$ cat config.mk
export PLATFORM = sky130hd
export DESIGN_NAME = mfp_queue
export DESIGN_NICKNAME = d
export VERILOG_FILES = /design/src/rtl/mfp_pkg.sv /design/src/rtl/mfp_queue.sv
export VERILOG_INCLUDE_DIRS = /design/src /design/src/rtl
export SDC_FILE = /design/constraint.sdc
export NUM_CORES = 1
export LEC_CHECK = 0
export ABC_AREA = 1
export BUFFER_PORTS_ARGS = -buffer_cell sky130_fd_sc_hd__buf_2
export CORE_ASPECT_RATIO = 0.8
export CORE_MARGIN = 4
export CORE_UTILIZATION = 49
export DETAILED_ROUTE_END_ITERATION = 7
export HOLD_SLACK_MARGIN = 0.02
export PLACE_DENSITY = 0.73
export SYNTH_ARGS = -nofsm -noshare
export SYNTH_HDL_FRONTEND = slang
export SYNTH_SLANG_ARGS = --single-unit
$ cat constraint.sdc
create_clock -name clk -period 5.6 [get_ports clk]
set_input_delay 1.12 -clock clk [delete_from_list [all_inputs] [get_ports clk]]
set_output_delay 1.12 -clock clk [all_outputs]
set_load 0.03 [all_outputs]
$ cat src/rtl/meter_frame_parser_assert.svh
// Assertion macros shared by the meter frame parser RTL.
// Each macro expands to one labeled concurrent assertion on clk, disabled in rst.
`ifndef METER_FRAME_PARSER_ASSERT_SVH
`define METER_FRAME_PARSER_ASSERT_SVH

// Condition must hold in the same cycle as the trigger.
`define MFP_ASSERT_NOW(label, trig, expr, msg) \
  label: assert property (@(posedge clk) disable iff (rst) (trig) |-> (expr)) \
    else $error(msg);

// Condition must hold in the cycle after the trigger.
`define MFP_ASSERT_NEXT(label, trig, expr, msg) \
  label: assert property (@(posedge clk) disable iff (rst) (trig) |=> (expr)) \
    else $error(msg);

`endif

$ cat src/rtl/mfp_pkg.sv
// Package for the meter frame parser: field widths, frame record, kind codes.
// No dependencies; used by mfp_result_if and every RTL module.
package mfp_pkg;

  // Preamble and scope constants
  localparam logic [7:0] PRE_FIRST   = 8'hAA;
  localparam logic [7:0] PRE_SECOND  = 8'h55;
  localparam logic [7:0] SCOPE_CLASS = 8'h0A;
  localparam logic [7:0] SCOPE_FWD   = 8'h02;
  localparam logic [7:0] SCOPE_IND   = 8'h07;
  localparam logic [7:0] SCOPE_CAP   = 8'h0C;
  localparam logic [7:0] SCOPE_REV   = 8'h51;

  // Frame layout counts
  localparam logic [7:0] ID_LAST    = 8'd4;  // index of the fifth ID byte
  localparam logic [7:0] SCOPE_LAST = 8'd1;  // index of the second scope byte
  localparam logic [7:0] CRC_LAST   = 8'd1;  // index of the second CRC byte
  localparam logic [7:0] SIZE_OVERHEAD = 8'd2;

  // Frame kind codes
  localparam logic [2:0] KIND_OTHER = 3'd0;
  localparam logic [2:0] KIND_FWD   = 3'd1;
  localparam logic [2:0] KIND_IND   = 3'd2;
  localparam logic [2:0] KIND_CAP   = 3'd3;
  localparam logic [2:0] KIND_REV   = 3'd4;

  // Queue between parser and result stage
  localparam int QDEPTH = 4;
  localparam int QPTR_W = $clog2(QDEPTH);
  localparam int QCNT_W = $clog2(QDEPTH + 1);

  localparam logic [7:0] REPORT_RESET = 8'd6;

  // One completed frame as handed from parser to result stage
  typedef struct packed {
    logic [31:0] serial;
    logic [23:0] data;
    logic [2:0]  kind;
    logic [7:0]  size;
    logic [15:0] crc;
  } frame_rec_t;

  // Decode the frame kind from the two scope bytes
  function automatic logic [2:0] kind_of_scope(input logic [15:0] scope);
    logic [2:0] k;
    k = KIND_OTHER;
    if (scope[15:8] == SCOPE_CLASS) begin
      case (scope[7:0])
        SCOPE_FWD: k = KIND_FWD;
        SCOPE_IND: k = KIND_IND;
        SCOPE_CAP: k = KIND_CAP;
        SCOPE_REV: k = KIND_REV;
        default:   k = KIND_OTHER;
      endcase
    end
    return k;
  endfunction

endpackage

$ cat src/rtl/mfp_queue.sv
// Short frame queue between the parser and the result stage.
// Depends on mfp_pkg for frame_rec_t and the queue depth.
`include "meter_frame_parser_assert.svh"
module mfp_queue import mfp_pkg::*; (
  input  logic       clk,
  input  logic       rst,
  input  logic       push,
  input  frame_rec_t push_rec,
  input  logic       pop,
  output frame_rec_t pop_rec,
  output logic       full,
  output logic       empty
);

  frame_rec_t          slots [QDEPTH];
  logic [QPTR_W-1:0]   wr_ptr;
  logic [QPTR_W-1:0]   rd_ptr;
  logic [QCNT_W-1:0]   count;

  assign full    = (count == QCNT_W'(QDEPTH));
  assign empty   = (count == '0);
  assign pop_rec = slots[rd_ptr];

  // Pointers and fill count
  always_ff @(posedge clk) begin
    if (rst) begin
      wr_ptr <= '0;
      rd_ptr <= '0;
      count  <= '0;
    end else begin
      if (push) wr_ptr <= wr_ptr + 1'b1;
      if (pop)  rd_ptr <= rd_ptr + 1'b1;
      if (push && !pop)      count <= count + 1'b1;
      else if (pop && !push) count <= count - 1'b1;
    end
  end

  // Storage
  always_ff @(posedge clk) begin
    if (push) slots[wr_ptr] <= push_rec;
  end

  `MFP_ASSERT_NOW(a_no_overflow, push, !full || pop, "queue push while full")
  `MFP_ASSERT_NOW(a_no_underflow, pop, !empty, "queue pop while empty")
  `MFP_ASSERT_NEXT(a_count_drop, pop && !push, count == $past(count) - 1'b1,
    "queue count did not drop on pop")

endmodule

==> impl_results.md <==
- Drt via density: 5.33
- Die area: 0.0287 mm²
- Global Route Usage Sum: 17.3%
- # Max-Cap Violations: 0
- Row cnt: 52
- Worst slew margin: 26.4%
- Hold Path Class: reg -> reg
- Startpoint type of the worst setup path: register
- Post-synthesis instance area: 0.0127 mm²
- CP required: 4.48 ns
- I/O Pins: 172
- Synth top area cells: edfxtp_1 78%, nor2_1 5.1%, o21ai_0 4.4%
- Top cell family by delay on the critical path: buffers and inverters
- CTS clk-pin slew, worst paths: 0.06 ns
- Library cells used by synthesis: 21
- Critical Path Stages: 4
- Fin crit share: 74.4%
- First-pass GRT wire length: 39,900 µm
- # port buffers: 171
- CTS Sinks: 341
- Top FF cell, synth: edfxtp_1
- Worst R2R End: slots[0][73]
- Gr ovfl total: 0
- Buf/Inv on CP: 2
- DRT iter0 DRCs: 553
- Layout Nets: 1,113
- Post-synthesis net count: 954
- RSZ-0062 raised after global routing: false
- Worst skew pair latency: 0.54 ns
- Cell chain of the critical path: buf_4 > o21ai_0 > o22ai_1 > buf_2
- Hold Violations, Final: 0
- HPWL Detailed: 14,400 µm
- Die width: 188 µm
- Maximum vdd drop: 232 µV
- CTS tree: yes
- Antenna violations before repair: 4
- Share of cells above drive strength 1: 22.2%
- Setup violators final: 0
- Worst Skew: 0.00646 ns
- Vias: 7,435
- R2R depth: 5
- Worst Path Arrival: 3.05 ns
- Vias in the first global route: 7,295
- Crit Path Class: reg -> out
- Pwr dens: 382 mW/mm²
- CTS buffer count: 31
- Post-synthesis sequential area ratio: 79.6%
- Slew Viols, Final: 0
- Reg2reg start: wr_ptr[0]
- Asr flop ratio synth: 0%
- Synth top area share: 78.2%
- YS warnings: 0
- Largest net degree at the start of global routing: 98
- Setup Fix Bufs, Post-CTS: 0
- Initial DRT Pass Iterations: 5
- CTS H-Tree Depth: 1
- Clock root cell: clkbuf_16
- Routed Wire Length: 26,200 µm
- Slowest CP cell: buf_4
- Setup TNS: 0 ns
- Minimum clock period: 4.17 ns
- CTS Buffer Depth: 3
- Cell count after synthesis: 861
- Gates resized, CTS repair: 0
- Reg-to-reg slack, setup: 3.37 ns
- Setup crit end: pop_rec[9]
- Core Region: 0.0254 mm²
- CP Max Fanout: 97
- Gpl congestion: 0.697
- Critical Path Sink Type: output port
- Register bit total from synthesis: 341
- Leak pwr: 0.00514 µW
- Max stage delay on crit path: 0.82 ns
- F_max: 240 MHz
- Routed WL per cell: 18.8 µm
- Initial Util: 50.1%
- Status: complete, no violations
- Drt drc: 0
- WHS: 0.450 ns
- Post-synth EDFFs: 332
- Die Span Y: 152 µm
- CTS hold repair buffers: 0
- Dominant cell type by area after synthesis: edfxtp_1
- Worst slew pin tran: 1.10 ns
- Area Overhead vs Synth: 16.0%
- Synthesized area per cell: 14.8 µm²
- Post-route ant nets: 0
-- logic make-up (layout without fill, tap and decap cells) --
group | after synthesis | after routing | share of synthesized area (%)
AO/OA/AOI/OAI | 257 | 257 | 10.9
XOR/XNOR | 1 | 1 | 0.0687
adder cells (fa/ha/maj) | 6 | 6 | 0.648
buffers and inverters | 71 | 254 | 3.25
flip-flops | 341 | 341 | 79.6
other | 0 | 1 | 0
AND/OR/NAND/NOR | 185 | 185 | 5.50
-- cells in the mapped netlist (3+ instances only) --
library cell    n
buf_2           8
a21oi_1         3
buf_4           9
o21ai_1        60
clkbuf_1       21
inv_1          16
edfxtp_1      332
o21ai_0       111
nor2_1        172
clkbuf_2        3
o22ai_1        83
ha_1            5
nand2_1         9
buf_6          13
dfxtp_1         9
-- through the flow --
stage	util, %	instances	area [µm²]	worst slack (ns)	total power [µW]
2_1_floorplan	-	861	12700	2.40	3420
3_3_place_gp	54.2	1338	13800	2.02	3620
3_5_place_dp	54.2	1338	13800	1.96	3630
4_1_cts	58.1	1395	14800	1.38	5690
5_1_grt	58.1	1395	14800	1.20	5860
6_report	58.1	1396	14800	1.43	5640
-- layer usage --
| metal | vias to the layer above | global-route usage [%] | wire [µm] |
|---|---|---|---|
| li1 | 3560 | - | - |
| met1 | 3596 | 24.2 | 11600 |
| met2 | 229 | 27.9 | 12100 |
| met3 | 42 | 4.54 | 2130 |
| met4 | 8 | 3.75 | 447 |
| met5 | - | 0 | 42 |
-- power by group --
group	switching, µW	internal, µW	leakage, µW
logic	458	160	0.00154
clock network	873	1200	0.000476
registers	36.3	2920	0.00312
-- final cells by class --
class | count | area (µm²)
sequential | 341 | 10200
tap | 351 | 439
antenna | 1 | 2.50
inverter | 17 | 76.3
multi-input combinational | 449 | 2180
clock inverter | 18 | 198
clock buffer | 39 | 806
timing repair buffer | 180 | 923
fill | 1997 | 10700
-- worst reg2reg max path: cells and delay by family (launching register included) --
kind | cells | cell delay [ns]
buf+inv | 3 | 1.27
flops | 1 | 0.32
simple gates | 1 | 0.08
fa+ha+maj | 1 | 0.17
-- how the worst min path moves through the flow --
stage | cells after the start | slack [ns] | startpoint | endpoint
4_1_cts | 1 | 0.45 | rd_ptr[1] | register
3_5_place_dp | 1 | 0.44 | rd_ptr[1] | register
5_1_grt | 1 | 0.46 | rd_ptr[1] | register
6_report | 1 | 0.45 | rd_ptr[1] | register
2_1_floorplan | 1 | 0.41 | rd_ptr[1] | register
3_3_place_gp | 1 | 0.42 | rd_ptr[1] | register
-- cells in the final DEF, fill, tap and decap left out, types with 5 or more instances in the layout --
cell type,n
edfxtp_1,332
nor2_1,172
buf_2,171
o21ai_0,111
o22ai_1,83
o21ai_1,60
clkbuf_16,31
inv_1,11
nand2_1,9
buf_4,9
clkbuf_1,8
dfxtp_1,7
inv_4,5
ha_1,5
clkinv_1,5
-- flip-flops by register name, summed over array words and instances (netlist names), named ones only --
signal  flops
count       3
rd_ptr      2
slots     332
wr_ptr      2
No activity file was read; power rests on OpenSTA's default activity.
