<file path="src/rtl/meter_frame_parser_assert.svh">
// Assertion macros shared by the meter frame parser RTL.
// Each macro expands to one labeled concurrent assertion on clk, disabled in rst.
`ifndef METER_FRAME_PARSER_ASSERT_SVH
`define METER_FRAME_PARSER_ASSERT_SVH

// Condition must hold in the same cycle as the trigger.
`define MFP_ASSERT_NOW(label, trig, expr, msg) \
  label: assert property (@(posedge clk) disable iff (rst) (trig) |-> (expr)) \
    else $error(msg);

// Condition must hold in the cycle after the trigger.
`define MFP_ASSERT_NEXT(label, trig, expr, msg) \
  label: assert property (@(posedge clk) disable iff (rst) (trig) |=> (expr)) \
    else $error(msg);

`endif

</file>
<file path="src/rtl/mfp_pkg.sv">
// Package for the meter frame parser: field widths, frame record, kind codes.
// No dependencies; used by mfp_result_if and every RTL module.
package mfp_pkg;

  // Preamble and scope constants
  localparam logic [7:0] PRE_FIRST   = 8'hAA;
  localparam logic [7:0] PRE_SECOND  = 8'h55;
  localparam logic [7:0] SCOPE_CLASS = 8'h0A;
  localparam logic [7:0] SCOPE_FWD   = 8'h02;
  localparam logic [7:0] SCOPE_IND   = 8'h07;
  localparam logic [7:0] SCOPE_CAP   = 8'h0C;
  localparam logic [7:0] SCOPE_REV   = 8'h51;

  // Frame layout counts
  localparam logic [7:0] ID_LAST    = 8'd4;  // index of the fifth ID byte
  localparam logic [7:0] SCOPE_LAST = 8'd1;  // index of the second scope byte
  localparam logic [7:0] CRC_LAST   = 8'd1;  // index of the second CRC byte
  localparam logic [7:0] SIZE_OVERHEAD = 8'd2;

  // Frame kind codes
  localparam logic [2:0] KIND_OTHER = 3'd0;
  localparam logic [2:0] KIND_FWD   = 3'd1;
  localparam logic [2:0] KIND_IND   = 3'd2;
  localparam logic [2:0] KIND_CAP   = 3'd3;
  localparam logic [2:0] KIND_REV   = 3'd4;

  // Queue between parser and result stage
  localparam int QDEPTH = 4;
  localparam int QPTR_W = $clog2(QDEPTH);
  localparam int QCNT_W = $clog2(QDEPTH + 1);

  localparam logic [7:0] REPORT_RESET = 8'd6;

  // One completed frame as handed from parser to result stage
  typedef struct packed {
    logic [31:0] serial;
    logic [23:0] data;
    logic [2:0]  kind;
    logic [7:0]  size;
    logic [15:0] crc;
  } frame_rec_t;

  // Decode the frame kind from the two scope bytes
  function automatic logic [2:0] kind_of_scope(input logic [15:0] scope);
    logic [2:0] k;
    k = KIND_OTHER;
    if (scope[15:8] == SCOPE_CLASS) begin
      case (scope[7:0])
        SCOPE_FWD: k = KIND_FWD;
        SCOPE_IND: k = KIND_IND;
        SCOPE_CAP: k = KIND_CAP;
        SCOPE_REV: k = KIND_REV;
        default:   k = KIND_OTHER;
      endcase
    end
    return k;
  endfunction

endpackage

</file>
<file path="src/rtl/mfp_ifs.sv">
// Valid/ready channel interfaces for the meter frame parser.
// Depends on mfp_pkg, which mfp_result_if imports.
interface mfp_byte_if;
  logic       valid;
  logic       ready;
  logic [7:0] in_byte;
  modport source (output valid, output in_byte, input ready);
  modport sink   (input valid, input in_byte, output ready);
endinterface


</file>
<file path="src/rtl/mfp_front.sv">
// Front end: byte-serial frame parser, one byte per cycle while the queue has room.
// Depends on mfp_pkg and mfp_byte_if; pushes completed frames into mfp_queue.
module mfp_front import mfp_pkg::*; (
  input  logic       clk,
  input  logic       rst,
  mfp_byte_if.sink   rx,
  input  logic       q_full,
  output logic       push,
  output frame_rec_t rec
);

  typedef enum logic [6:0] {
    ST_HUNT1 = 7'b0000001,
    ST_HUNT2 = 7'b0000010,
    ST_ID    = 7'b0000100,
    ST_SIZE  = 7'b0001000,
    ST_SCOPE = 7'b0010000,
    ST_DATA  = 7'b0100000,
    ST_CRC   = 7'b1000000
  } parse_state_t;

  parse_state_t state, state_next;
  logic [7:0]   byte_count, byte_count_next;
  logic [31:0]  serial_reg;
  logic [7:0]   size_reg;
  logic [15:0]  scope_reg;
  logic [23:0]  data_reg;
  logic [7:0]   crc_hi;

  logic       accept;
  logic [7:0] c;
  logic [7:0] need;
  logic       data_last;

  // Accept whenever the queue has room for a possible frame
  assign rx.ready = !q_full;
  assign accept   = rx.valid && rx.ready;
  assign c        = rx.in_byte;

  // Data byte count: size minus two, at least one
  assign need      = (size_reg > SIZE_OVERHEAD) ? (size_reg - SIZE_OVERHEAD) : 8'd1;
  assign data_last = ({1'b0, byte_count} + 9'd1) >= {1'b0, need};

  // Next state and byte counter
  always_comb begin
    state_next      = state;
    byte_count_next = byte_count;
    case (state)
      ST_HUNT2: begin
        if (c == PRE_SECOND) begin
          state_next      = ST_ID;
          byte_count_next = '0;
        end else if (c != PRE_FIRST) begin
          state_next = ST_HUNT1;
        end
      end
      ST_ID: begin
        byte_count_next = byte_count + 8'd1;
        if (byte_count == ID_LAST) begin
          state_next      = ST_SIZE;
          byte_count_next = '0;
        end
      end
      ST_SIZE: begin
        state_next      = ST_SCOPE;
        byte_count_next = '0;
      end
      ST_SCOPE: begin
        byte_count_next = byte_count + 8'd1;
        if (byte_count == SCOPE_LAST) begin
          state_next      = ST_DATA;
          byte_count_next = '0;
        end
      end
      ST_DATA: begin
        byte_count_next = byte_count + 8'd1;
        if (data_last) begin
          state_next      = ST_CRC;
          byte_count_next = '0;
        end
      end
      ST_CRC: begin
        byte_count_next = byte_count + 8'd1;
        if (byte_count == CRC_LAST) begin
          state_next      = ST_HUNT1;
          byte_count_next = '0;
        end
      end
      default: begin
        // hunting the first preamble byte
        state_next      = (c == PRE_FIRST) ? ST_HUNT2 : ST_HUNT1;
        byte_count_next = '0;
      end
    endcase
  end

  // Control registers
  always_ff @(posedge clk) begin
    if (rst) begin
      state      <= ST_HUNT1;
      byte_count <= '0;
      data_reg   <= '0;
    end else if (accept) begin
      state      <= state_next;
      byte_count <= byte_count_next;
      // data bytes not received keep the earlier frame's value
      if (state == ST_DATA) begin
        case (byte_count)
          8'd0:    data_reg[23:16] <= c;
          8'd1:    data_reg[15:8]  <= c;
          8'd2:    data_reg[7:0]   <= c;
          default: data_reg        <= data_reg;
        endcase
      end
    end
  end

  // Field capture
  always_ff @(posedge clk) begin
    if (accept) begin
      if (state == ST_ID)    serial_reg <= {serial_reg[23:0], c};
      if (state == ST_SIZE)  size_reg   <= c;
      if (state == ST_SCOPE) scope_reg  <= {scope_reg[7:0], c};
      if (state == ST_CRC)   crc_hi     <= c;
    end
  end

  // Frame completes on the second CRC byte
  assign push = accept && (state == ST_CRC) && (byte_count == CRC_LAST);

  always_comb begin
    rec.serial = serial_reg;
    rec.data   = data_reg;
    rec.kind   = kind_of_scope(scope_reg);
    rec.size   = size_reg;
    rec.crc    = {crc_hi, c};
  end

endmodule

</file>
<file path="src/flat_wrapper.sv">
// flat-port wrapper written by rule: the top's interface ports become plain ports
module mfp_front_flat import mfp_pkg::*;
  (clk, rst, q_full, push, rec, rx_valid, rx_in_byte, rx_ready);
  mfp_byte_if rx_i ();
  input  logic clk;
  input  logic rst;
  input  logic q_full;
  output logic push;
  output frame_rec_t rec;
  input wire logic [$bits(rx_i.valid)-1:0] rx_valid;
  input wire logic [$bits(rx_i.in_byte)-1:0] rx_in_byte;
  output wire logic [$bits(rx_i.ready)-1:0] rx_ready;
  assign rx_i.valid = rx_valid;
  assign rx_i.in_byte = rx_in_byte;
  assign rx_ready = rx_i.ready;
  mfp_front u_core (.clk(clk), .rst(rst), .rx(rx_i), .q_full(q_full), .push(push), .rec(rec));
endmodule
</file>
<file path="config.mk">
export PLATFORM = sky130hd
export DESIGN_NAME = mfp_front_flat
export DESIGN_NICKNAME = d
export VERILOG_FILES = /design/src/rtl/meter_frame_parser_assert.svh /design/src/rtl/mfp_pkg.sv /design/src/rtl/mfp_ifs.sv /design/src/rtl/mfp_front.sv /design/src/flat_wrapper.sv
export SDC_FILE = /design/constraint.sdc
export NUM_CORES = 1
export LEC_CHECK = 0
export BUFFER_PORTS_ARGS = -buffer_cell sky130_fd_sc_hd__buf_2
export CAP_MARGIN = 20
export CORE_MARGIN = 10
export CORE_UTILIZATION = 44
export DETAILED_ROUTE_END_ITERATION = 16
export PLACE_DENSITY_LB_ADDON = 0.1
export SLEW_MARGIN = 20
export SYNTH_ARGS = -nofsm -noshare
export SYNTH_HDL_FRONTEND = slang
export SYNTH_SLANG_ARGS = --single-unit
</file>
<file path="constraint.sdc">
create_clock -name clk -period 2.9 [get_ports clk]
set_input_delay 0.58 -clock clk [delete_from_list [all_inputs] [get_ports clk]]
set_output_delay 0.58 -clock clk [all_outputs]
set_load 0.02 [all_outputs]
</file>
==> results of run 1 <==
==> worst paths after layout <==
check,startpoint,end,slack [ns]
setup reg to reg,u_core.size_reg[6]$_DFFE_PP_,u_core.state[3]$_SDFFE_PP0P_,0.03
hold reg to reg,u_core.serial_reg[19]$_DFFE_PP_,u_core.serial_reg[27]$_DFFE_PP_,0.44
setup / recovery,u_core.size_reg[6]$_DFFE_PP_,u_core.state[3]$_SDFFE_PP0P_,0.03
hold / removal,u_core.serial_reg[19]$_DFFE_PP_,u_core.serial_reg[27]$_DFFE_PP_,0.44
==> cell families after synthesis <==
family	share of synthesized area, %
AND/OR/NAND/NOR	18.1
XOR/XNOR	2.39
flip-flops	61.6
buffers and inverters	3.11
AO/OA/AOI/OAI	7.70
multiplexers	3.45
adder cells (fa/ha/maj)	3.70
==> cell usage in the layout, fill, tap and decap left out, types with 4 or more instances in the layout <==
master	n
xor2_1	9
buf_4	30
clkbuf_8	9
inv_1	9
edfxtp_1	64
dfxtp_1	39
nor2_1	27
ha_1	10
and3_1	4
nor4b_1	4
nand2_1	51
nand3_1	5
nor2b_1	7
mux2i_1	14
a21oi_1	22
buf_2	96
and2_1	6
nor3_1	5
==> power breakdown <==
group          internal (mW)  leakage, nW  total, mW  switching, mW
Sequential              1.54        0.889       1.54      0.0000466
Clock                  0.333       0.0945      0.864          0.531
Combinational         0.0273         1.20     0.0844         0.0571
==> layout make-up <==
cell class / instances / area (µm²)
clock buffers: 9 / 124
clock inverters: 7 / 61.3
fillers: 855 / 4190
inverters: 9 / 33.8
multi-input cells: 233 / 1710
flip-flops and latches: 103 / 2700
well taps: 133 / 166
repair buffers: 129 / 748
==> what timing repair did <==
| item | 4_1_cts | 5_1_grt |
|---|---|---|
| hold buffers | 0 | 0 |
| pin swaps | 7 | 15 |
| setup buffers | 2 | 2 |
| endpoints found under the setup margin | 9 | 15 |
| resized for setup | 6 | 18 |
| endpoints found under the hold margin | 0 | 0 |
==> per-layer routing <==
layer	part of all wire, %	GRT usage [%]	vias up
li1	-	-	1536
met2	48	22.5	66
met1	46	18.9	1502
met3	5.0	4.08	8
met4	0.90	5.43	0
met5	0	0	-
==> metrics by stage <==
step	cells	cell area, µm²	hold WS, ns
final	623	5540	0.442
after global routing	623	5540	0.463
after CTS	623	5450	0.444
after detailed placement	605	5200	0.428
after global placement	605	5200	0.423
after floorplan	363	4410	0.427
==> results by group, run 1 <==
Status
  • Outcome: finished clean

Synth
  • Main synth FF type: edfxtp_1
  • Area contributors post-synth: edfxtp_1, dfxtp_1, nand2_1
  • Post-synth top area cell: edfxtp_1
  • Mapped Nets: 388
  • Post-Synthesis Cells: 363
  • Area share of the largest cell type after synthesis: between 40% and 50%
  • Synth top cells by count: edfxtp_1, nand2_1, dfxtp_1
  • Post-synthesis async set-or-reset flop share: 0%
  • Avg Synthesized Cell Area: between 10 and 15 µm²
  • Mapped Area: approximately 0.0044 mm²
  • Distinct cells, synth: 50
  • Count leader, synth: edfxtp_1
  • Seq cells post-synth: approximately 100
  • Post-synth EDFFs: 64
  • Ys Warns: 0
  • Sequential share of the synthesized area: between 60 and 70%

Critical path
  • Critical path buffers and inverters: 2
  • Max stage delay on crit path: 0.45 ns
  • Slowest CP cell: a2111oi_4
  • WP data required: roughly 3.1 ns
  • Worst-path cell chain: or3_4 > or3_4 > nand2_2 > ha_1 > a21o_1 > a2111oi_4 > buf_4 > a211oi_4 > buf_12 > mux2i_1 > nor2_1
  • Critical path depth: 11
  • CP top delay family: simple AND/OR/NAND/NOR gates
  • CP startpoint kind: flip-flop
  • CP Class: flip-flop to flip-flop
  • Cell mode on critical path: or3_4
  • Critical path fanouts, max: 8
  • Worst reg2reg path depth: 11
  • Setup crit end kind: flip-flop
  • Crit path DAT: roughly 3.1 ns

CTS
  • CTS root buf: clkbuf_8
  • Num CTS Buffers: 9
  • Worst-path clk slew: 0.11 ns
  • CTS Sinks: between 100 and 150
  • Clock tree buffer depth: 2
  • TritonCTS clock tree: yes
  • Skew-Pair Late Insertion Delay: about 0.37 ns
  • H-tree levels: 3

Final layout
  • NumNets Final: 510
  • Layout cell share with drive strength beyond 1: between 30% and 40%
  • Layout Utilization: 57.0%
  • Largest register FFs: 32
  • Diodes inserted: 0
  • Layout area overhead: 26.3%

Global routing
  • Total GRT Usage: between 10% and 20%
  • First-pass GRT wire length: roughly 17 mm
  • Number of global-route vias before repair: ~3,100
  • Antenna violations before repair: 0
  • Largest net degree at the start of global routing: 38
  • Total grt overflow: 0

Die
  • Core area: roughly 0.0097 mm²
  • # IOs: 97
  • DIE WIDTH: 120 µm
  • Num rows: 36
  • Die Area: around 0.014 mm²
  • Initial core utilization: ~45%
  • Die Ht: 120 µm

Timing
  • Post-layout min period: 2.87 ns
  • Final Setup Violations: 0
  • Slew @ Worst Pin: ~0.72 ns
  • Fin Setup TNS: 0 ns
  • Final worst setup slack: between 0.03 and 0.04 ns
  • Slew Limit Fails: 0
  • Tcrit/Tclk final: a little over nine tenths
  • Slew HR: between 50 and 60%
  • Clk_skew: roughly 0.013 ns
  • Max Clock Freq: about 350 MHz
  • Final hold violation count: 0
  • RSZ-0062 raised after global routing: yes

Power and ir drop
  • Max IR drop VDD: 302 µV
  • Pwr Density: between 400 and 500 mW/mm²
  • Total Power: roughly 2.5 mW
  • Pleak: 2.18 nW

Min path
  • Hold Crit Class: flip-flop to flip-flop
  • Hold Path Cell Cnt: 0

Route
  • Final wirelength: around 11 mm
  • Vias/cell: ~5.0
  • WL per Instance: about 17 µm
  • DRT Pass-1 Iters: 4
  • Initial DRC Count: between 150 and 200
  • ANT nets after route: 0
  • DRC Markers: 0
  • Vias after detailed routing: 3,112

Placed design
  • Port bufs: 96
  • HPWL after DPL: ~7.9 mm
  • Pre-CTS WS: -0.0524 ns
  • Placer congestion estimate: around 0.84

Job
  • MaxCap Viol Count: 0
Note: power is estimated with default switching activity, not from simulation.
==> run 2: changes to the inputs <==
- CORE_UTILIZATION: 44 -> 25
==> run 2 against run 1 <==
The flow now finishes with violations (negative setup slack). Core utilization down 22 points. Wire length rose by 15%. Register-to-register slack worse by 0.03 ns. Cell area is 7.5% higher. Combinational power grew 10%. Die area rose by 62%. Count of clock-buffer cells in the layout stayed put. Non-clock buffer count is 16 higher. Setup slack got worse by 0.031 ns. Sequential power about the same. Critical path type unchanged. Critical endpoint is now u_core.byte_count[2]$_SDFFE_PP0P_. Largest cell class unchanged. Highest routed layer unchanged.
==> results by group, run 2 (synthesis results as in run 1) <==
Status
  • Outcome: finished, violations left (was finished clean)
  • Violated checks: negative setup slack

CTS
  • CTS root buf: clkbuf_16 (was clkbuf_8)
  • Skew-Pair Late Insertion Delay: 0.35 ns (was 0.37 ns)
  • TritonCTS clock tree: yes (unchanged)
  • Clock tree buffer depth: 2 (unchanged)
  • Cts hold-fix bufs: 0 (unchanged)
  • Num CTS Buffers: 9 (unchanged)
  • Worst-path clk slew: 0.07 ns (was 0.11 ns)
  • H-tree levels: 3 (unchanged)
  • CTS Sinks: 103 (unchanged)

Power and ir drop
  • Pleak: 2.32 nW (was 2.18 nW)
  • Total Power: 2.84 mW (was 2.49 mW)
  • Max IR drop VDD: 262 µV (was 302 µV)
  • Pwr Density: 477 mW/mm² (was 449 mW/mm²)

Global routing
  • Antenna violations before repair: 0 (unchanged)
  • Number of global-route vias before repair: 3,330 (was 3,133)
  • Total GRT Usage: 10.5% (was 14.5%)
  • Total grt overflow: 0 (unchanged)
  • First-pass GRT wire length: 19.3 mm (was 16.6 mm)
  • Largest net degree at the start of global routing: 38 (unchanged)

Critical path
  • WP data required: 3.15 ns (was 3.14 ns)
  • Crit path DAT: 3.15 ns (was 3.11 ns)
  • CP startpoint kind: flip-flop (unchanged)
  • Critical path fanouts, max: 7 (was 8)
  • Setup crit end kind: flip-flop (unchanged)
  • Flop2flop setup slack: -0.0004 ns (was 0.03 ns)
  • Reg2reg end: u_core.byte_count[2]$_SDFFE_PP0P_ (was u_core.state[3]$_SDFFE_PP0P_)
  • CP Class: flip-flop to flip-flop (unchanged)
  • Worst reg2reg path depth: 11 (unchanged)
  • RR Startpoint: u_core.size_reg[6]$_DFFE_PP_ (unchanged)

Route
  • Initial DRC Count: 155 (was 183)
  • DRC Markers: 0 (unchanged)
  • DRT Pass-1 Iters: 4 (unchanged)
  • WL per Instance: 16.9 µm (was 17.2 µm)
  • ANT nets after route: 0 (unchanged)
  • Vias after detailed routing: 3,214 (was 3,112)
  • Vias/cell: 4.40 (was 5.00)
  • Final wirelength: 12.3 mm (was 10.7 mm)

Timing
  • RSZ-0062 raised after global routing: yes (unchanged)
  • Final hold violation count: 0 (unchanged)
  • Max Clock Freq: 345 MHz (was 349 MHz)
  • Min Hold Slack: 0.449 ns (was 0.442 ns)
  • Final Setup Violations: 2 (was 0)
  • Final worst setup slack: -0.000390 ns (was 0.0307 ns)
  • Slew HR: 59.1% (was 51.5%)
  • Slew Limit Fails: 0 (unchanged)
  • Slew @ Worst Pin: 0.607 ns (was 0.724 ns)
  • Tcrit/Tclk final: 100% (was 98.9%)
  • Clk_skew: 0.00892 ns (was 0.0132 ns)
  • Fin Setup TNS: -0.000686 ns (was 0 ns)
  • Post-layout min period: 2.90 ns (was 2.87 ns)

Die
  • # IOs: 97 (unchanged)
  • Die Ht: 153 µm (was 120 µm)
  • Core area: 0.0172 mm² (was 0.00973 mm²)
  • Die Area: 0.0233 mm² (was 0.0144 mm²)
  • Num rows: 48 (was 36)
  • DIE WIDTH: 153 µm (was 120 µm)
  • Initial core utilization: 25.5% (was 45.1%)

Final layout
  • Post-route design area: 0.00596 mm² (was 0.00554 mm²)
  • Layout cell share with drive strength beyond 1: 40.1% (was 36.1%)
  • NumNets Final: 526 (was 510)
  • Layout area overhead: 35.7% (was 26.3%)
  • Final cell count without fillers: 731 (was 623)
  • Diodes inserted: 0 (unchanged)
  • Largest register FFs: 32 (unchanged)
  • Layout Utilization: 34.6% (was 57.0%)
  • Commonest non-fill, non-tap cells in the layout: buf_2, edfxtp_1, nand2_1 (unchanged)
  • Commonest non-fill, non-tap cell in the layout: buf_2 (unchanged)
  • Layout fillers: 1,731 (was 855)

Placed design
  • Area of placed instances: 0.00538 mm² (was 0.00520 mm²)
  • HPWL after DPL: 9.20 mm (was 7.88 mm)
  • Pre-CTS WS: -0.168 ns (was -0.0524 ns)
  • Placer congestion estimate: 0.770 (was 0.844)
  • Port bufs: 96 (unchanged)
  • Placed cells: 707 (was 605)

Min path
  • HP Start: u_core.serial_reg[0]$_DFFE_PP_ (was u_core.serial_reg[19]$_DFFE_PP_)
  • Hold endpoint: u_core.serial_reg[8]$_DFFE_PP_ (was u_core.serial_reg[27]$_DFFE_PP_)
  • Hold Path Cell Cnt: 0 (unchanged)
  • Hold Crit Class: flip-flop to flip-flop (unchanged)

Job
  • MaxCap Viol Count: 0 (unchanged)
==> run 2: critical path: stages (launching register included) <==
cell and delay [ns]:
edfxtp_1 0.39, or3_4 0.42, nor3b_4 0.20, mux2_4 0.33, ha_4 0.27, and3_4 0.19, and3_4 0.20, a32oi_4 0.07
a21oi_4 0.30, buf_6 0.17, o31ai_2 0.05, a22o_1 0.21
==> run 2: how the worst max path moves through the flow <==
| stage | depth (start not counted) | endpoint | startpoint |
|---|---|---|---|
| after floorplan | 10 | u_core.byte_count[4]$_SDFFE_PP0P_ | u_core.size_reg[6]$_DFFE_PP_ |
| after global placement | 10 | u_core.state[2]$_SDFFE_PP0P_ | u_core.size_reg[6]$_DFFE_PP_ |
| after detailed placement | 10 | u_core.state[2]$_SDFFE_PP0P_ | u_core.size_reg[6]$_DFFE_PP_ |
| after CTS | 11 | u_core.byte_count[2]$_SDFFE_PP0P_ | u_core.size_reg[4]$_DFFE_PP_ |
| after global routing | 11 | u_core.byte_count[2]$_SDFFE_PP0P_ | u_core.size_reg[6]$_DFFE_PP_ |
| final | 11 | u_core.byte_count[2]$_SDFFE_PP0P_ | u_core.size_reg[6]$_DFFE_PP_ |
==> run 2: layout make-up <==
class / instances / area (µm²) / area share, %
multi-input cells: 233 / 1780 / 29.9
clock buffers: 9 / 225 / 3.78
flip-flops and latches: 103 / 2700 / 45.3
clock inverters: 7 / 73.8 / 1.24
repair buffers: 145 / 863 / 14.5
inverters: 9 / 33.8 / 0.567
well taps: 225 / 282 / 4.72
==> run 2: timing repair <==
item | 4_1_cts | 5_1_grt
setup buffers | 5 | 4
pin swaps | 10 | 18
setup endpoints to repair | 12 | 15
resized for setup | 8 | 30
endpoints found under the hold margin | 0 | 0
==> run 2: layer usage <==
layer / share of wire [%] / global-route usage, % / up-vias / routed length (µm)
met1: 47 / 13.1 / 1546 / 5730
met2: 46 / 16.5 / 76 / 5730
li1: - / - / 1577 / -
met4: 2.2 / 4.63 / 0 / 266
met3: 4.9 / 3.08 / 15 / 599
met5: 0 / 0 / - / 0
==> run 2: where the power goes <==
part / internal (mW) / switching (mW)
logic: 0.0303 / 0.0625
registers: 1.54 / 0.0000487
clock network: 0.609 / 0.596
total: 2.18 / 0.658
==> run 3: changes to the inputs <==
- CORE_UTILIZATION: 25 -> 49
- PLACE_DENSITY: default -> 0.81
- PLACE_DENSITY_LB_ADDON: 0.1 -> default
==> run 3 against run 2 <==
The flow still finishes with violations (negative setup slack). Cell count fell by 18%. Core utilization rose by 29 points. Sequential power barely moved. Setup slack got worse by 0.0050 ns. Clock skew barely moved. Sequential share of layout area rose by 3.5 points. Cell area fell by 7.2%. Power fell by 8.5%. Non-clock buffer count fell by 17. Hold slack improved by 0.0025 ns. Global-route usage rose by 5.2 points. Clock power fell by 19%.
==> results by group, run 3 (synthesis results as in run 1) <==
Status
  • Outcome: finished, violations left (unchanged)
  • Violated checks: negative setup slack (unchanged)

Final layout
  • Final cell count without fillers: 597 (was 731)
  • Layout Utilization: 63.4% (was 34.6%)
  • Diodes inserted: 0 (unchanged)
  • NumNets Final: 509 (was 526)
  • Largest register FFs: 32 (unchanged)
  • Layout fillers: 640 (was 1,731)
  • Commonest non-fill, non-tap cell in the layout: buf_2 (unchanged)
  • Commonest non-fill, non-tap cells in the layout: buf_2, edfxtp_1, nand2_1 (unchanged)
  • Post-route design area: 0.00553 mm² (was 0.00596 mm²)
  • Layout area overhead: 26.0% (was 35.7%)
  • Layout cell share with drive strength beyond 1: 35.6% (was 40.1%)

Die
  • Die Ht: 115 µm (was 153 µm)
  • Core area: 0.00872 mm² (was 0.0172 mm²)
  • DIE WIDTH: 115 µm (was 153 µm)
  • Num rows: 34 (was 48)
  • Die Area: 0.0131 mm² (was 0.0233 mm²)
  • # IOs: 97 (unchanged)
  • Initial core utilization: 50.3% (was 25.5%)

Route
  • Vias after detailed routing: 3,216 (was 3,214)
  • DRT Pass-1 Iters: 5 (was 4)
  • ANT nets after route: 0 (unchanged)
  • DRC Markers: 0 (unchanged)
  • Vias/cell: 5.39 (was 4.40)
  • Initial DRC Count: 323 (was 155)
  • WL per Instance: 18.4 µm (was 16.9 µm)
  • Final wirelength: 11.0 mm (was 12.3 mm)

CTS
  • CTS Sinks: 103 (unchanged)
  • Cts hold-fix bufs: 0 (unchanged)
  • Skew-Pair Late Insertion Delay: 0.38 ns (was 0.35 ns)
  • TritonCTS clock tree: yes (unchanged)
  • H-tree levels: 3 (unchanged)
  • CTS root buf: clkbuf_8 (was clkbuf_16)
  • Worst-path clk slew: 0.10 ns (was 0.07 ns)
  • Num CTS Buffers: 9 (unchanged)
  • Clock tree buffer depth: 2 (unchanged)

Power and ir drop
  • Pleak: 2.19 nW (was 2.32 nW)
  • Total Power: 2.60 mW (was 2.84 mW)
  • Pwr Density: 470 mW/mm² (was 477 mW/mm²)
  • Max IR drop VDD: 304 µV (was 262 µV)

Critical path
  • Setup crit end kind: flip-flop (unchanged)
  • Worst-path cell chain: inv_1 > ha_1 > nor3b_4 > mux2_4 > ha_4 > and3_4 > and3_4 > a32oi_4 > a211oi_4 > buf_12 > mux2i_1 > nor2_1 (was or3_4 > nor3b_4 > mux2_4 > ha_4 > and3_4 > and3_4 > a32oi_4 > a21oi_4 > buf_6 > o31ai_2 > a22o_1)
  • Max stage delay on crit path: 0.44 ns (was 0.42 ns)
  • CP Class: flip-flop to flip-flop (unchanged)
  • CP top delay family: simple AND/OR/NAND/NOR gates (unchanged)
  • Worst reg2reg path depth: 12 (was 11)
  • Cell mode on critical path: and3_4 (unchanged)
  • Critical path fanouts, max: 8 (was 7)
  • CP startpoint kind: flip-flop (unchanged)
  • Slowest CP cell: edfxtp_1 (was or3_4)
  • Critical path depth: 12 (was 11)
  • Crit path DAT: 3.17 ns (was 3.15 ns)
  • Critical path buffers and inverters: 2 (was 1)
  • WP data required: 3.16 ns (was 3.15 ns)

Timing
  • Tcrit/Tclk final: 100% (about the same)
  • Final worst setup slack: -0.00537 ns (was -0.000390 ns)
  • Slew @ Worst Pin: 0.740 ns (was 0.607 ns)
  • Min Hold Slack: 0.451 ns (was 0.449 ns)
  • Final Setup Violations: 1 (was 2)
  • Slew HR: 50.7% (was 59.1%)
  • Post-layout min period: 2.91 ns (was 2.90 ns)
  • Slew Limit Fails: 0 (unchanged)
  • RSZ-0062 raised after global routing: yes (unchanged)
  • Clk_skew: 0.00896 ns (was 0.00892 ns)
  • Final hold violation count: 0 (unchanged)
  • Max Clock Freq: 344 MHz (was 345 MHz)

Placed design
  • Port bufs: 96 (unchanged)
  • Area of placed instances: 0.00512 mm² (was 0.00538 mm²)
  • Placed cells: 574 (was 707)
  • HPWL after DPL: 7.93 mm (was 9.20 mm)
  • Placer congestion estimate: 0.912 (was 0.770)

Global routing
  • Total GRT Usage: 15.8% (was 10.5%)
  • First-pass GRT wire length: 16.4 mm (was 19.3 mm)
  • Routing usage on met3: 4.77% (was 3.08%)
  • Number of global-route vias before repair: 3,135 (was 3,330)
  • Total grt overflow: 0 (unchanged)
  • Met1 GRT Util: 19.3% (was 13.1%)
  • Largest net degree at the start of global routing: 37 (was 38)
  • Met2 usage: 26.0% (was 16.5%)
  • Antenna violations before repair: 0 (unchanged)
  • Most Used Layer, Global Route: met2 (unchanged)

Min path
  • Hold Crit Class: flip-flop to flip-flop (unchanged)
  • Hold Path Cell Cnt: 2 (was 0)

Job
  • MaxCap Viol Count: 0 (unchanged)
[run 3: cell types whose count changed in the layout (fill, tap and decap cells not counted), sizes merged]
cell | previous run | this run
buf | 145 | 128
clkinvlp | 2 | 0
bufinv | 0 | 1
inv | 12 | 13
[run 3: cell type report]
class	count	area (µm²)	area share (%)
Sequential cell	103	2700	48.9
Clock inverter	7	97.6	1.76
Inverter	9	33.8	0.611
Clock buffer	9	124	2.24
Timing Repair Buffer	128	744	13.5
Tap cell	108	135	2.44
Multi-Input combinational cell	233	1690	30.6
[run 3: worst reg2reg max path, delay by kind of cell, from the launching register on]
kind,cells,cell delay (ns)
adder cells (fa/ha/maj),2,0.52
multiplexers,2,0.53
flip-flops,1,0.44
AO/OA/AOI/OAI,2,0.37
buffers and inverters,2,0.28
AND/OR/NAND/NOR,4,0.66
[run 3: path summary, 6_finish.rpt]
path,startpoint,end,slack (ns)
max,u_core.size_reg[1]$_DFFE_PP_,u_core.state[6]$_SDFFE_PP0P_,-0.005
min,u_core.data_reg[17]$_SDFFE_PP0P_,u_core.data_reg[17]$_SDFFE_PP0P_,0.45
max reg2reg,u_core.size_reg[1]$_DFFE_PP_,u_core.state[6]$_SDFFE_PP0P_,-0.005
min reg2reg,u_core.data_reg[17]$_SDFFE_PP0P_,u_core.data_reg[17]$_SDFFE_PP0P_,0.45
[run 3: power breakdown]
group | internal (mW) | leakage, nW | switching [mW]
clock network | 0.429 | 0.113 | 0.547
logic | 0.0256 | 1.19 | 0.0551
registers | 1.54 | 0.889 | 0.0000461
total | 2.00 | 2.19 | 0.602
[run 3: timing repair]
action | in CTS | in global routing
buffers inserted | 4 | 4
resized for setup | 5 | 18
setup endpoints to repair | 6 | 16
pin swaps | 6 | 14
[run 3: layer usage]
layer	routed length, µm	vias up
li1	-	1535
met1	4620	1559
met2	5440	113
met3	771	9
met4	147	0
met5	0	-
[run 3: through the flow]
stage | setup slack (ns) | TNS [ns]
finish | -0.00537 | -0.00537
global route | -0.138 | -1.33
CTS | 0.00901 | 0
detailed placement | -0.0491 | -0.140
global placement | 0.00551 | 0
floorplan | -0.0870 | -0.521
